<file path="config.mk">
export PLATFORM = sky130hd
export DESIGN_NAME = signal_level_blink_indicator
export DESIGN_NICKNAME = d
export VERILOG_FILES = /design/src/slbi_pkg.sv /design/src/slbi_parser.sv /design/src/slbi_blink.sv /design/src/signal_level_blink_indicator.sv
export SDC_FILE = /design/constraint.sdc
export NUM_CORES = 1
export LEC_CHECK = 0
export BUFFER_PORTS_ARGS = -buffer_cell sky130_fd_sc_hd__buf_2
export CORE_ASPECT_RATIO = 0.6
export CORE_MARGIN = 5
export CORE_UTILIZATION = 30
export CTS_CLUSTER_SIZE = 20
export DETAILED_ROUTE_END_ITERATION = 8
export GPL_ROUTABILITY_DRIVEN = 0
export GPL_TIMING_DRIVEN = 0
export PLACE_DENSITY = 0.52
export SLEW_MARGIN = 15
export SYNTH_ARGS = -nofsm -noshare
export SYNTH_HDL_FRONTEND = slang
export SYNTH_HIERARCHICAL = 1
export SYNTH_SLANG_ARGS = --single-unit
</file>
<file path="constraint.sdc">
create_clock -name clk_i -period 2.35 [get_ports clk_i]
set_input_delay 0.47 -clock clk_i [delete_from_list [all_inputs] [get_ports clk_i]]
set_output_delay 0.47 -clock clk_i [all_outputs]
set_load 0.01 [all_outputs]
</file>
<file path="src/slbi_pkg.sv">
`timescale 1ns / 1ps

package slbi_pkg;

  localparam int unsigned QueryIntervalW = 8;
  localparam int unsigned FrameW = 4;
  localparam int unsigned LevelW = 2;
  localparam int unsigned ByteW = 8;
  localparam int unsigned ApbAddrW = 3;
  localparam int unsigned ApbDataW = 32;

  localparam logic [QueryIntervalW-1:0] QueryIntervalReset = 8'd8;
  localparam logic [FrameW-1:0] FrameLastReset = 4'd9;
  localparam logic [LevelW-1:0] LevelReset = 2'd1;

  localparam logic [LevelW-1:0] LevelLow = 2'd1;
  localparam logic [LevelW-1:0] LevelMid = 2'd2;
  localparam logic [LevelW-1:0] LevelHigh = 2'd3;

  localparam logic [ByteW-1:0] CharSpace = 8'h20;
  localparam logic [ByteW-1:0] CharComma = 8'h2c;
  localparam logic [ByteW-1:0] CharZero = 8'h30;
  localparam logic [ByteW-1:0] CharOne = 8'h31;
  localparam logic [ByteW-1:0] CharTwo = 8'h32;
  localparam logic [ByteW-1:0] CharThree = 8'h33;
  localparam logic [ByteW-1:0] CharFour = 8'h34;

  localparam logic OpTick = 1'b0;
  localparam logic OpByte = 1'b1;

  localparam logic RegQueryInterval = 1'b0;
  localparam logic RegFrameLast = 1'b1;

  typedef struct packed {
    logic             op;
    logic [ByteW-1:0] rx_byte;
  } slbi_in_t;

  typedef struct packed {
    logic              led_on;
    logic              send_query;
    logic [LevelW-1:0] shown_level;
    logic [LevelW-1:0] parsed_level;
  } slbi_out_t;

  typedef struct packed {
    logic arm;
    logic byte_en;
  } slbi_parse_cmd_t;

  typedef struct packed {
    logic              led;
    logic              query;
    logic [LevelW-1:0] shown;
  } slbi_blink_stat_t;

endpackage

</file>
<file path="src/slbi_parser.sv">
`timescale 1ns / 1ps

module slbi_parser
  import slbi_pkg::*;
(
  input  logic                  clk_i,
  input  logic                  rst_ni,
  input  slbi_parse_cmd_t       cmd_i,
  input  logic [ByteW-1:0]      rx_byte_i,
  output logic [LevelW-1:0]     parsed_lvl_d_o,
  output logic [LevelW-1:0]     parsed_lvl_q_o
);

  typedef enum logic [2:0] {
    PhOff,
    PhSpace,
    PhFirst,
    PhAfter1,
    PhAfter2,
    PhAfter3
  } phase_e;

  phase_e            phase_q, phase_d;
  logic [LevelW-1:0] lvl_q, lvl_d;
  logic              is_comma, is_low_digit;

  assign is_comma = (rx_byte_i == CharComma);
  assign is_low_digit = (rx_byte_i >= CharZero) && (rx_byte_i <= CharFour);

  always_comb begin
    phase_d = phase_q;
    lvl_d = lvl_q;
    if (cmd_i.arm) begin
      phase_d = PhSpace;
    end else if (cmd_i.byte_en) begin
      unique case (phase_q)
        PhSpace: begin
          if (rx_byte_i == CharSpace) begin
            phase_d = PhFirst;
          end
        end
        PhFirst: begin
          if (rx_byte_i == CharOne) begin
            phase_d = PhAfter1;
          end else if (rx_byte_i == CharTwo) begin
            phase_d = PhAfter2;
          end else if (rx_byte_i == CharThree) begin
            phase_d = PhAfter3;
          end else begin
            lvl_d = LevelLow;
            phase_d = PhOff;
          end
        end
        PhAfter1: begin
          lvl_d = (is_comma || is_low_digit) ? LevelLow : LevelMid;
          phase_d = PhOff;
        end
        PhAfter2: begin
          if (is_comma) begin
            lvl_d = LevelLow;
          end else if (is_low_digit) begin
            lvl_d = LevelMid;
          end else begin
            lvl_d = LevelHigh;
          end
          phase_d = PhOff;
        end
        PhAfter3: begin
          lvl_d = is_comma ? LevelLow : LevelHigh;
          phase_d = PhOff;
        end
        default: begin
          phase_d = phase_q;
        end
      endcase
    end
  end

  always_ff @(posedge clk_i or negedge rst_ni) begin
    if (!rst_ni) begin
      phase_q <= PhOff;
      lvl_q <= LevelReset;
    end else begin
      phase_q <= phase_d;
      lvl_q <= lvl_d;
    end
  end

  assign parsed_lvl_d_o = lvl_d;
  assign parsed_lvl_q_o = lvl_q;

endmodule

</file>
<file path="src/slbi_blink.sv">
`timescale 1ns / 1ps

module slbi_blink
  import slbi_pkg::*;
(
  input  logic                      clk_i,
  input  logic                      rst_ni,
  input  logic                      tick_i,
  input  logic [QueryIntervalW-1:0] query_interval_i,
  input  logic [FrameW-1:0]         frame_last_i,
  input  logic [LevelW-1:0]         parsed_lvl_i,
  output slbi_blink_stat_t          stat_d_o
);

  logic [QueryIntervalW-1:0] tick_cnt_q, tick_cnt_d;
  logic [QueryIntervalW:0]   tick_next;
  logic [FrameW-1:0]         frame_pos_q, frame_pos_d;
  logic [LevelW-1:0]         shown_q, shown_d;
  logic                      led_q, led_d;
  logic [LevelW-1:0]         lvl;
  logic [FrameW:0]           flash_end;
  logic                      query;

  assign lvl = (shown_q == '0) ? LevelLow : shown_q;
  assign flash_end = {{(FrameW - LevelW){1'b0}}, lvl, 1'b0};
  assign query = tick_i && (tick_cnt_q == '0);
  assign tick_next = {1'b0, tick_cnt_q} + {{QueryIntervalW{1'b0}}, 1'b1};

  always_comb begin
    tick_cnt_d = tick_cnt_q;
    frame_pos_d = frame_pos_q;
    shown_d = shown_q;
    led_d = led_q;
    if (tick_i) begin
      if (tick_next >= {1'b0, query_interval_i}) begin
        tick_cnt_d = '0;
      end else begin
        tick_cnt_d = tick_next[QueryIntervalW-1:0];
      end
      if (!frame_pos_q[0] && ({1'b0, frame_pos_q} < flash_end)) begin
        led_d = 1'b1;
        frame_pos_d = frame_pos_q + {{(FrameW - 1){1'b0}}, 1'b1};
      end else if (frame_pos_q < frame_last_i) begin
        led_d = 1'b0;
        frame_pos_d = frame_pos_q + {{(FrameW - 1){1'b0}}, 1'b1};
      end else begin
        led_d = 1'b0;
        frame_pos_d = '0;
        shown_d = parsed_lvl_i;
      end
    end
  end

  always_ff @(posedge clk_i or negedge rst_ni) begin
    if (!rst_ni) begin
      tick_cnt_q <= '0;
      frame_pos_q <= '0;
      shown_q <= LevelReset;
      led_q <= 1'b0;
    end else begin
      tick_cnt_q <= tick_cnt_d;
      frame_pos_q <= frame_pos_d;
      shown_q <= shown_d;
      led_q <= led_d;
    end
  end

  assign stat_d_o.led = led_d;
  assign stat_d_o.query = query;
  assign stat_d_o.shown = shown_d;

endmodule

</file>
<file path="src/signal_level_blink_indicator.sv">
`timescale 1ns / 1ps
// an item is held in the input register, then its result in the result register, where it is valid
// throughput: one item per cycle unless stalled; each updates counters and parser in one pass
// a full input register stalls the input side while a result waits to be taken
// reset: asynchronous active low, counters and frame cleared, levels at one, parser disarmed
// reset: query_interval 8 and frame_last 9

module signal_level_blink_indicator
  import slbi_pkg::*;
#(
  parameter logic [QueryIntervalW-1:0] QueryIntervalInit = QueryIntervalReset,
  parameter logic [FrameW-1:0]         FrameLastInit = FrameLastReset
) (
  input  logic                clk_i,
  input  logic                rst_ni,
  input  logic                in_valid_i,
  output logic                in_ready_o,
  input  slbi_in_t            in_data_i,
  output logic                out_valid_o,
  input  logic                out_ready_i,
  output slbi_out_t           out_data_o,
  input  logic                psel,
  input  logic                penable,
  input  logic                pwrite,
  input  logic [ApbAddrW-1:0] paddr,
  input  logic [ApbDataW-1:0] pwdata,
  output logic [ApbDataW-1:0] prdata,
  output logic                pready
);

  logic                      s1_valid_q;
  slbi_in_t                  s1_data_q;
  logic                      out_valid_q;
  slbi_out_t                 out_q;
  logic                      advance;
  logic [QueryIntervalW-1:0] query_interval_q;
  logic [FrameW-1:0]         frame_last_q;
  logic                      tick;
  slbi_parse_cmd_t           parse_cmd;
  slbi_blink_stat_t          blink_stat;
  logic [LevelW-1:0]         parsed_lvl_d, parsed_lvl_q;
  logic                      cfg_wr;

  assign advance = s1_valid_q && (!out_valid_q || out_ready_i);
  assign in_ready_o = !s1_valid_q || advance;
  assign tick = advance && (s1_data_q.op == OpTick);

  // apb register file
  assign pready = 1'b1;
  assign cfg_wr = psel && penable && pwrite;

  always_ff @(posedge clk_i or negedge rst_ni) begin
    if (!rst_ni) begin
      query_interval_q <= QueryIntervalInit;
      frame_last_q <= FrameLastInit;
    end else if (cfg_wr) begin
      unique case (paddr[2])
        RegQueryInterval: query_interval_q <= pwdata[QueryIntervalW-1:0];
        RegFrameLast: frame_last_q <= pwdata[FrameW-1:0];
        default: query_interval_q <= query_interval_q;
      endcase
    end
  end

  always_comb begin
    unique case (paddr[2])
      RegQueryInterval: prdata = {{(ApbDataW - QueryIntervalW){1'b0}}, query_interval_q};
      RegFrameLast: prdata = {{(ApbDataW - FrameW){1'b0}}, frame_last_q};
      default: prdata = '0;
    endcase
  end

  slbi_blink u_blink (
    .clk_i            (clk_i),
    .rst_ni           (rst_ni),
    .tick_i           (tick),
    .query_interval_i (query_interval_q),
    .frame_last_i     (frame_last_q),
    .parsed_lvl_i     (parsed_lvl_q),
    .stat_d_o         (blink_stat)
  );

  assign parse_cmd.arm = blink_stat.query;
  assign parse_cmd.byte_en = advance && (s1_data_q.op == OpByte);

  slbi_parser u_parser (
    .clk_i          (clk_i),
    .rst_ni         (rst_ni),
    .cmd_i          (parse_cmd),
    .rx_byte_i      (s1_data_q.rx_byte),
    .parsed_lvl_d_o (parsed_lvl_d),
    .parsed_lvl_q_o (parsed_lvl_q)
  );

  // input register
  always_ff @(posedge clk_i or negedge rst_ni) begin
    if (!rst_ni) begin
      s1_valid_q <= 1'b0;
    end else if (in_ready_o) begin
      s1_valid_q <= in_valid_i;
    end
  end

  always_ff @(posedge clk_i) begin
    if (in_valid_i && in_ready_o) begin
      s1_data_q <= in_data_i;
    end
  end

  // result register
  always_ff @(posedge clk_i or negedge rst_ni) begin
    if (!rst_ni) begin
      out_valid_q <= 1'b0;
    end else if (advance) begin
      out_valid_q <= 1'b1;
    end else if (out_ready_i) begin
      out_valid_q <= 1'b0;
    end
  end

  always_ff @(posedge clk_i) begin
    if (advance) begin
      out_q.led_on <= blink_stat.led;
      out_q.send_query <= blink_stat.query;
      out_q.shown_level <= blink_stat.shown;
      out_q.parsed_level <= parsed_lvl_d;
    end
  end

  assign out_valid_o = out_valid_q;
  assign out_data_o = out_q;

`ifndef ASSERT_OFF
  a_levels_nonzero: assert property (@(posedge clk_i) disable iff (!rst_ni)
    out_valid_o |-> (out_data_o.shown_level != '0) && (out_data_o.parsed_level != '0))
    else $error("result level is zero");

  a_ready_only_when_full: assert property (@(posedge clk_i) disable iff (!rst_ni)
    !in_ready_o |-> s1_valid_q && out_valid_q && !out_ready_i)
    else $error("input stalled while pipeline not full");

  a_held_item_kept: assert property (@(posedge clk_i) disable iff (!rst_ni)
    (s1_valid_q && !advance) |=> s1_valid_q && $stable(s1_data_q))
    else $error("stalled item dropped or changed");

  a_query_only_on_tick: assert property (@(posedge clk_i) disable iff (!rst_ni)
    (advance && s1_data_q.op == OpByte) |=> !out_data_o.send_query)
    else $error("query raised on byte item");
`endif

endmodule
</file>
==> results of run 1 <==
[kinds of logic after synthesis]
| logic type | Yosys count |
|---|---|
| other cells | 2 |
| flops | 49 |
| compound gates | 43 |
| xor+xnor | 6 |
| simple gates | 77 |
| fa+ha+maj | 15 |
| buf+inv | 55 |
| mux | 19 |
[worst reg2reg max path, stage by stage, from the launching register on]
cell,delay (ps)
dfrtp_2,440
nand2_1,120
nor4b_4,290
xnor2_2,130
ha_1,330
and3_4,160
a221oi_2,250
o21ai_2,140
or4b_1,470
o221ai_1,80
[layer usage]
layer,global-route usage,up-vias,share of wire
li1,-,1072,-
met1,0.1622,993,0.50
met2,0.1550,49,0.42
met3,0.03224,10,0.054
met4,0.04483,0,0.019
met5,0,-,0
[timing repair]
item / CTS / global route
pin swaps: 7 / 6
gates cloned: 0 / 0
endpoints found under the setup margin: 11 / 11
buffers inserted: 11 / 6
gates resized for setup: 12 / 8
[Yosys cell counts (all sizes together) (4+ instances only)]
| cell | number | area share |
|---|---|---|
| edfxtp | 15 | 0.16 |
| buf | 30 | 0.080 |
| ha | 15 | 0.065 |
| nor2 | 5 | 0.0065 |
| and3 | 4 | 0.0091 |
| dfstp | 5 | 0.045 |
| nand3b | 5 | 0.013 |
| xnor2 | 5 | 0.015 |
| nand3 | 5 | 0.0087 |
| o21ai | 10 | 0.019 |
| dfrtp | 29 | 0.25 |
| and2b | 4 | 0.012 |
| nor3 | 4 | 0.0069 |
| mux2 | 19 | 0.074 |
| a21o | 4 | 0.010 |
| inv | 22 | 0.029 |
| nand2b | 10 | 0.022 |
| a31oi | 4 | 0.0087 |
| nand2 | 15 | 0.019 |
| o22ai | 5 | 0.011 |
[metrics by stage]
stage | util | cell area, um^2 | worst slack [ps] | power [mW]
floorplan | - | 3025 | 7.491 | 1.932
finish | 0.4003 | 3719 | -146.6 | 3.085
detailed placement | 0.3642 | 3383 | -588.4 | 2.194
global placement | 0.3642 | 3383 | -613.4 | 2.178
CTS | 0.3939 | 3660 | -88.64 | 3.090
global route | 0.4003 | 3719 | -248.7 | 3.316
[state kept, by name (all words and copies together) (netlist names)]
| signal | cells |
|---|---|
| query_interval_q | 8 |
| u_blink/tick_cnt_q | 8 |
| frame_last_q | 4 |
| out_data_o | 6 |
| u_blink/frame_pos_q | 4 |
| u_blink/led_q | 1 |
| u_parser/phase_q | 3 |
| u_parser/parsed_lvl_q_o | 2 |
| u_blink/shown_q | 2 |
| s1_valid_q | 1 |
| s1_data_q | 9 |
| out_valid_o | 1 |
[cell type report]
cell class	count	share of cell area
plain buffers	33	0.07066
flip-flops and latches	49	0.3526
repair buffers	55	0.08479
clock buffers	5	0.03365
multi-input cells	185	0.3846
well taps	130	0.04374
clock inverters	3	0.007739
inverters	22	0.02221
[cells in the final DEF, fill, tap and decap left out, types with 2 or more instances in the layout]
master      n
buf_4      44
buf_6       3
o2bb2ai_1   2
nand2b_1   10
o21ai_1     2
a31oi_1     4
or2b_2      2
inv_1      22
dfrtp_1    26
o22ai_1     5
nor3b_1     2
and3_1      2
and2b_2     4
a21oi_1     3
nor3_1      4
nor2_1      4
o21ai_2     2
nand4_1     3
mux2_2     19
conb_1     25
nand3b_1    5
edfxtp_1   15
and2_1      2
xnor2_1     4
or4_1       2
a21o_1      4
nand3_1     4
buf_2      39
clkbuf_16   5
ha_1       14
o211ai_1    2
o21ai_0     6
nand2_1    14
nor2b_1     3
dfstp_2     5
dfrtp_2     3
[report_power, final]
part / switching (mW) / internal (mW) / total [mW]
combinational: 0.490 / 0.544 / 1.03
sequential: 0.165 / 1.11 / 1.27
clock: 0.368 / 0.409 / 0.777
[final timing paths]
kind                                                   start                           endpoint  cells past startpoint
hold reg to reg                      u_blink/led_q$_DFF_PN0_            u_blink/led_q$_DFF_PN0_                      1
setup / recovery           u_blink/tick_cnt_q[3]$_DFFE_PN0P_  u_blink/tick_cnt_q[4]$_DFFE_PN0P_                      9
min in group clk_i                              in_data_i[7]             s1_data_q[7]$_DFFE_PP_                      1
setup reg to reg           u_blink/tick_cnt_q[3]$_DFFE_PN0P_  u_blink/tick_cnt_q[4]$_DFFE_PN0P_                      9
max in group asynchronous                             rst_ni  u_blink/tick_cnt_q[4]$_DFFE_PN0P_                      1
hold / removal                                        rst_ni    query_interval_q[6]$_DFFE_PN0P_                      1
==> metrics.cfg, run 1 <==
[layout]
areaGrowthSynthToFinish_pct=28.60
antenna_cells=0
multi_input_area_um2=1430
fillers=909
seqCellArea_um2=1311
nets=417
finalNonFillerCells=482
layout-drive-gt1-share=0.4205

[setup_path]
cp_top_family=simple AND/OR/NAND/NOR gates
path_cells=nand2_1 -> nor4b_4 -> xnor2_2 -> ha_1 -> and3_4 -> a221oi_2 -> o21ai_2 -> or4b_1 -> o221ai_1
path_buf_inv=0
required_ps=2560
cp_data_arrival_time_ps=2700
cp-end-kind=register
cpPeakStageDelay_ps=470
worst-r2r-setup-slack_ps=-150
worst_setup_path_start_kind=register
path_class=reg2reg
crit_slowest_cell=or4b_1
cp_max_fo=6

[global_routing]
grt_max_degree=35
antenna_found_initial=0
grt_pass1_vias=2058
grt_usage=0.1120
grt_first_pass_wirelength_um=10290
grt-ovfl-total=0

[timing]
fmax_mhz=400.5
maxSlewHeadroom=0.4672
rsz0062_at_grt=yes
fin_skew_ps=12.51
setup_violations=8
final.setup.tns_ps=-277.7
layout_min_cycle_time_ps=2497
worst_pin_slew_ps=799.2
fin_crit_sh=1.062
fin_ws_ps=-146.6
drv_slew=0
whs_ps=246.7
hold_viol_final=0

[drt]
routed_wl_um=6231
dr.first_iter.drc_count=95
drc=0
wl_per_cell_um=12.93
dr.pass1.iters=4
vias_per_cell=4.407
ant_nets=0
vias=2124

[synthesis]
muxShareOfSynthArea=0.07399
synth_fa_ha_area_frac=0.06491
yosys_warnings=6
syn_avg_cell_area_um2=10.87
synth-simple-area-share=0.1683
synth-seq-cells=49
synth_top_family_by_area=simple AND/OR/NAND/NOR gates
synth_xor_area_frac=0.01817
synthCells=266
ys_types=57
synth_enable_flop_cells=15
synth_top_flop_cell=dfrtp_1
synth_compound_area_frac=0.1077
ys_seq_area_frac=0.4522
async_flop_share=0.6939
syn_area_um2=2892

[pwr]
powerDensity_nw_per_um2=829.7
ir_drop_mv=0.3018
p_leak_nw=1.726

[cts]
clockBufferDepth=2
worstSkewPairLatency_ps=310
cts_tree=yes
h-tree-depth=2
cts_num_sinks=49
cts.clk_slew.worst_paths_ps=70
cts_root_buf=clkbuf_16
cts_buffers=5
holdBufCountCts=0

[place]
io_buffers=39
dp_hpwl_um=4535
dpl.cell_count=458

[die]
ios=92
start_util=0.3112
design.core.area_um2=9290
dieArea_um2=11770
placementRows=27
die_w_um=136.7
die_y_um=86.05

[flow_run]
max_cap_violations=0

[outcome]
violations=setup timing
status=finished with violations

[hold_path]
hold_path.class=in2async

(Power assumes the default switching activity.)
==> run 2: changes to the inputs <==
--- a/config.mk
+++ b/config.mk
@@ -5,6 +5,7 @@
 export SDC_FILE = /design/constraint.sdc
 export NUM_CORES = 1
 export LEC_CHECK = 0
+export ABC_AREA = 1
 export BUFFER_PORTS_ARGS = -buffer_cell sky130_fd_sc_hd__buf_2
 export CORE_ASPECT_RATIO = 0.6
 export CORE_MARGIN = 5
@@ -13,7 +14,7 @@
 export DETAILED_ROUTE_END_ITERATION = 8
 export GPL_ROUTABILITY_DRIVEN = 0
 export GPL_TIMING_DRIVEN = 0
-export PLACE_DENSITY = 0.52
+export PLACE_DENSITY = 0.51
 export SLEW_MARGIN = 15
 export SYNTH_ARGS = -nofsm -noshare
 export SYNTH_HDL_FRONTEND = slang
==> run 2 against run 1 <==
Worst hold slack gained 18 ps. Non-clock buffer count shrank 15. First-iteration DRC count grew 34%. The run now ends clean. Count of clock-buffer cells in the layout grew 1. Critical path depth grew 5. Largest cell class unchanged. Critical endpoint is now u_blink/tick_cnt_q[6]$_DFFE_PN0P_.
==> metrics.cfg, run 2 <==
[layout]
multi_input_area_um2=1419
antenna_cells=0
final_cell_mix=nand2_1, inv_1, buf_2
layout_commonest_cell=nand2_1
fillers=1066
fin_util=0.3727
top_register=s1_data_q
layout-drive-gt1-share=0.2426
areaGrowthSynthToFinish_pct=19.58
largest_registers=s1_data_q x9, query_interval_q x8, u_blink/tick_cnt_q x8
nets=539
largest_reg_flops=9
seqCellArea_um2=1309
fin_area_um2=3721
finalNonFillerCells=609

[synthesis]
synthCells=403
yosysMostFrequentCell=nand2_1
syn_area_um2=3112
synth_top_flop_cell=dfrtp_1
ys_seq_area_frac=0.4202
synth_common_cells=nand2_1, inv_1, nand3_1, dfrtp_1, nor2_1
async_flop_share=0.6939
ys_types=29
yosysTopAreaCellShare=0.2332
syn_avg_cell_area_um2=7.721
synthTopCellsByArea=dfrtp_1, nand2_1, edfxtp_1, buf_4, nand3_1
yosysTopAreaCell=dfrtp_1
synth-seq-cells=49
yosys_warnings=6
synth_enable_flop_cells=15

[global_routing]
grt_pass1_vias=2399
grt_first_pass_wirelength_um=11280
grt_usage=0.1120
antenna_found_initial=0
grt-ovfl-total=0
grt_max_degree=35

[setup_path]
required_ps=2530
rr_endpoint=u_blink/tick_cnt_q[6]$_DFFE_PN0P_
worst_setup_path_start_kind=register
rr_startpoint=u_blink/tick_cnt_q[0]$_DFFE_PN0P_
cp_data_arrival_time_ps=2310
rr_worst_depth=14
worst-r2r-setup-slack_ps=220
cp-startpoint=u_blink/tick_cnt_q[0]$_DFFE_PN0P_
critPathCapture=u_blink/tick_cnt_q[6]$_DFFE_PN0P_
path_class=reg2reg
cp-end-kind=register
cp_max_fo=8

[die]
start_util=0.3117
dieArea_um2=12580
design.core.area_um2=9985
ios=92
die_w_um=141.5
placementRows=28
die_y_um=88.89

[drt]
drc=0
wl_per_cell_um=10.93
dr.first_iter.drc_count=127
routed_wl_um=6656
vias=2539
ant_nets=0
dr.pass1.iters=4
vias_per_cell=4.169

[cts]
cts_root_buf=clkbuf_16
cts.clk_slew.worst_paths_ps=70
cts_buffers=5
h-tree-depth=2
post_cts.repair.setup_buffers=0
cts_resized=0
worstSkewPairLatency_ps=290
cts_tree=yes
holdBufCountCts=0
cts_num_sinks=49
clockBufferDepth=2

[timing]
drv_slew=0
worst_pin_slew_ps=789.4
rsz0062_at_grt=no
maxSlewHeadroom=0.4737
fin_crit_sh=0.9080
final.setup.tns_ps=0
layout_min_cycle_time_ps=2134
fmax_mhz=468.6
whs_ps=265.2
setup_violations=0
fin_skew_ps=5.038
hold_viol_final=0

[outcome]
status=finished clean

[flow_run]
max_cap_violations=0

[place]
dpl.cell_count=601
io_buffers=40
placed_area_um2=3567
dp_hpwl_um=5336

[pwr]
ir_drop_mv=0.3638
p_leak_nw=2.002
powerDensity_nw_per_um2=856.8

[hold_path]
hold_path.class=in2async

[run 2: cell count changes in the layout (fill, tap and decap cells not counted), sizes merged, moves of 5 or more]
cell / before / now
buf: 87 / 72
inv: 24 / 61
mux2: 19 / 0
nand2: 15 / 127
nand2b: 10 / 0
nand3: 5 / 44
nor2: 5 / 34
o22ai: 5 / 0
xnor2: 5 / 0
[run 2: power breakdown]
part | total, mW | internal [mW] | switching, mW
Clock | 0.712 | 0.397 | 0.315
Sequential | 1.31 | 1.12 | 0.192
Combinational | 1.17 | 0.454 | 0.714
[run 2: per-stage QoR]
| stage | power, mW | setup slack (ps) |
|---|---|---|
| 6_report | 3.188 | 216.1 |
| 5_1_grt | 3.490 | 19.70 |
| 4_1_cts | 3.232 | 170.4 |
| 3_5_place_dp | 2.484 | 90.62 |
| 3_3_place_gp | 2.471 | 109.5 |
| 2_1_floorplan | 2.166 | 417.9 |
[run 2: kinds of logic after synthesis]
logic type,after synthesis,synth area share
buffers and inverters,95,0.1540
and+or+nand+nor,215,0.3088
DFF,49,0.4202
xor gates and xnor gates,4,0.01126
AOI/OAI and AO/OA,23,0.04302
adders and majority gates,15,0.06031
other,2,0.002413
[run 2: worst min-delay path by stage]
stage,startpoint,endpoint,slack (ps),cells after the start
after global placement,query_interval_q[3]$_DFFE_PN1P_,query_interval_q[3]$_DFFE_PN1P_,460,2
final,rst_ni,u_blink/tick_cnt_q[6]$_DFFE_PN0P_,270,1
after detailed placement,query_interval_q[3]$_DFFE_PN1P_,query_interval_q[3]$_DFFE_PN1P_,470,2
after global routing,rst_ni,query_interval_q[6]$_DFFE_PN0P_,340,1
after floorplan,rst_ni,frame_last_q[1]$_DFFE_PN0P_,170,0
after CTS,rst_ni,u_blink/tick_cnt_q[6]$_DFFE_PN0P_,290,1
[run 2: final cells by class]
class | count | area share
Buffer | 33 | 0.06624
Clock buffer | 6 | 0.03463
Clock inverter | 2 | 0.004371
Inverter | 62 | 0.06254
Multi-Input combinational cell | 282 | 0.3813
Sequential cell | 49 | 0.3517
Tap cell | 135 | 0.04539
Timing Repair Buffer | 40 | 0.05380
[run 2: metal layers]
metal / vias to the layer above / share of wire / wire (um) / track usage
li1: 1353 / - / - / -
met1: 1125 / 0.54 / 3626 / 0.1667
met2: 55 / 0.39 / 2565 / 0.1559
met3: 6 / 0.059 / 393 / 0.03207
met4: 0 / 0.011 / 71 / 0.03571
met5: - / 0 / 0 / 0
[run 2: critical path: stages (launching register included)]
cell and delay [ps]:
dfrtp_2 450, ha_1 250, nand3_2 130, xor2_2 160
inv_1 60, ha_1 290, nand2_1 70, nor2_1 100
nand2_1 60, nand3_1 80, nand2_1 50, nand2_1 70
nand2_2 120, nand3_1 110, nand2_1 50
==> run 3: changes to the inputs <==
--- a/config.mk
+++ b/config.mk
@@ -9,12 +9,12 @@
 export BUFFER_PORTS_ARGS = -buffer_cell sky130_fd_sc_hd__buf_2
 export CORE_ASPECT_RATIO = 0.6
 export CORE_MARGIN = 5
-export CORE_UTILIZATION = 30
+export CORE_UTILIZATION = 42
 export CTS_CLUSTER_SIZE = 20
 export DETAILED_ROUTE_END_ITERATION = 8
 export GPL_ROUTABILITY_DRIVEN = 0
 export GPL_TIMING_DRIVEN = 0
-export PLACE_DENSITY = 0.51
+export PLACE_DENSITY = 0.68
 export SLEW_MARGIN = 15
 export SYNTH_ARGS = -nofsm -noshare
 export SYNTH_HDL_FRONTEND = slang
==> run 3 against run 2 <==
Worst setup slack lost 26 ps. Sequential power is essentially flat. Critical path depth is the same. Design area shrank 1.1%. Register-to-register slack lost 30 ps. Sequential cell count is the same. Die area shrank 26%. Largest power group unchanged. Via count grew 2.8%. Sequential share of layout area grew 0.38 points. Count of clock-buffer cells in the layout shrank 1. Final cell count shrank 5.1%.
==> metrics.cfg, run 3 (same netlist as run 2, synthesis figures left out) <==
[drt]
vias=2611
ant_nets=0
vias_per_cell=4.517
wl_per_cell_um=11.05
drc=0
routed_wl_um=6388
dr.pass1.iters=5
dr.first_iter.drc_count=143

[timing]
setup_violations=0
worst_pin_slew_ps=771.3
fin_skew_ps=7.077
drv_slew=0
maxSlewHeadroom=0.4858
layout_min_cycle_time_ps=2160
rsz0062_at_grt=no
fin_ws_ps=190.1
final.setup.tns_ps=0
hold_viol_final=0
fmax_mhz=463.0
fin_crit_sh=0.9191
whs_ps=257.5

[pwr]
comb_power_share=0.367
pwr-share-clk=0.224
p_sw_mw=1.224
intPower_mw=1.969
swShare=0.3834
p_seq_frac=0.409
ir_drop_mv=0.3978
powerDensity_nw_per_um2=867.5
p_leak_nw=2.011

[flow_run]
max_cap_violations=0

[global_routing]
antenna_found_initial=0
grt_pass1_vias=2401
grt_usage=0.1453
grt_use_met1=0.2133
grt_first_pass_wirelength_um=11060
met2_usage=0.2111
globalRouteMet3Util=0.03971
grt_max_degree=35
grt.busiest_layer=met1
grt-ovfl-total=0

[setup_path]
cp_data_arrival_time_ps=2340
cp_max_fo=8
cpPeakStageDelay_ps=440
path_cells=ha_1 -> nand3_2 -> xor2_1 -> inv_1 -> ha_1 -> nand2_1 -> nor2_1 -> nand2_1 -> nand3_1 -> nand2_1 -> nand2_1 -> nand2_4 -> nand3_1 -> nand2_1
path_class=reg2reg
cp_top_family=simple AND/OR/NAND/NOR gates
worst_setup_path_start_kind=register
crit_path_frequent_cell=nand2_1
crit_slowest_cell=dfrtp_2
required_ps=2530
path_buf_inv=1
cp-end-kind=register

[layout]
largest_registers=s1_data_q x9, query_interval_q x8, u_blink/tick_cnt_q x8
layout_commonest_cell=nand2_1
fillers=728
multi_input_area_um2=1416
nets=539
areaGrowthSynthToFinish_pct=18.30
antenna_cells=0
top_register=s1_data_q
final_cell_mix=nand2_1, inv_1, buf_2
seqCellArea_um2=1309
layout-drive-gt1-share=0.2405
largest_reg_flops=9

[hold_path]
hold_path.class=in2async

[cts]
worstSkewPairLatency_ps=290
cts_tree=yes
cts_root_buf=clkbuf_16
holdBufCountCts=0
cts_num_sinks=49
cts_resized=0
cts.clk_slew.worst_paths_ps=60
clockBufferDepth=2
cts_buffers=5
h-tree-depth=2
post_cts.repair.setup_buffers=0

[place]
pre_cts_ws_ps=122.1
dp_hpwl_um=4958
io_buffers=40

[die]
die_w_um=121.1
design.core.area_um2=7237
start_util=0.4300
dieArea_um2=9287
placementRows=24
ios=92
die_y_um=76.68

[outcome]
status=finished clean

==> run 3: changes by cell type in the layout (fill, tap and decap cells not counted), sizes merged <==
cell / change
clkinvlp: -1
clkbuf: -1
inv: +1
clkinv: +1
==> run 3: cell type report <==
cell class              instances  share of cell area
flip-flops and latches         49              0.3555
inverters                      62             0.06322
clock buffers                   5             0.03399
clock inverters                 3            0.005778
well taps                     104             0.03535
plain buffers                  33             0.06696
multi-input cells             282              0.3848
repair buffers                 40             0.05438
==> run 3: stage by stage <==
stage / utilization / power (mW) / cells / area [um^2]
final: 0.5086 / 3.193 / 578 / 3681
after global routing: 0.5086 / 3.488 / 578 / 3681
after CTS: 0.5078 / 3.213 / 578 / 3675
after detailed placement: 0.4876 / 2.467 / 570 / 3528
after global placement: 0.4876 / 2.439 / 570 / 3528
after floorplan: - / 2.166 / 426 / 3198
==> run 3: path summary, 6_finish.rpt <==
kind	from	cells past startpoint	slack (ps)	to
worst max-delay path	u_blink/tick_cnt_q[0]$_DFFE_PN0P_	14	190	u_blink/tick_cnt_q[4]$_DFFE_PN0P_
worst min-delay path	rst_ni	1	260	u_blink/tick_cnt_q[6]$_DFFE_PN0P_
worst max register to register	u_blink/tick_cnt_q[0]$_DFFE_PN0P_	14	190	u_blink/tick_cnt_q[4]$_DFFE_PN0P_
worst min register to register	query_interval_q[3]$_DFFE_PN1P_	2	470	query_interval_q[3]$_DFFE_PN1P_
max in group asynchronous	rst_ni	1	1560	u_blink/tick_cnt_q[0]$_DFFE_PN0P_
min in group clk_i	in_data_i[8]	1	350	s1_data_q[8]$_DFFE_PP_
==> run 3: per-layer routing <==
layer  vias to the layer above  wire [um]
met5                         -          0
met4                         0         50
met3                         6        457
met2                        85       2708
met1                      1159       3172
li1                       1361          -
==> run 3: power groups by stage <==
stage | Combinational [mW] | Clock (mW) | Sequential, mW
floorplan | 0.875 | 0 | 1.29
global placement | 1.13 | 0 | 1.31
detailed placement | 1.15 | 0 | 1.31
CTS | 1.17 | 0.738 | 1.30
global route | 1.37 | 0.774 | 1.34
finish | 1.17 | 0.714 | 1.31
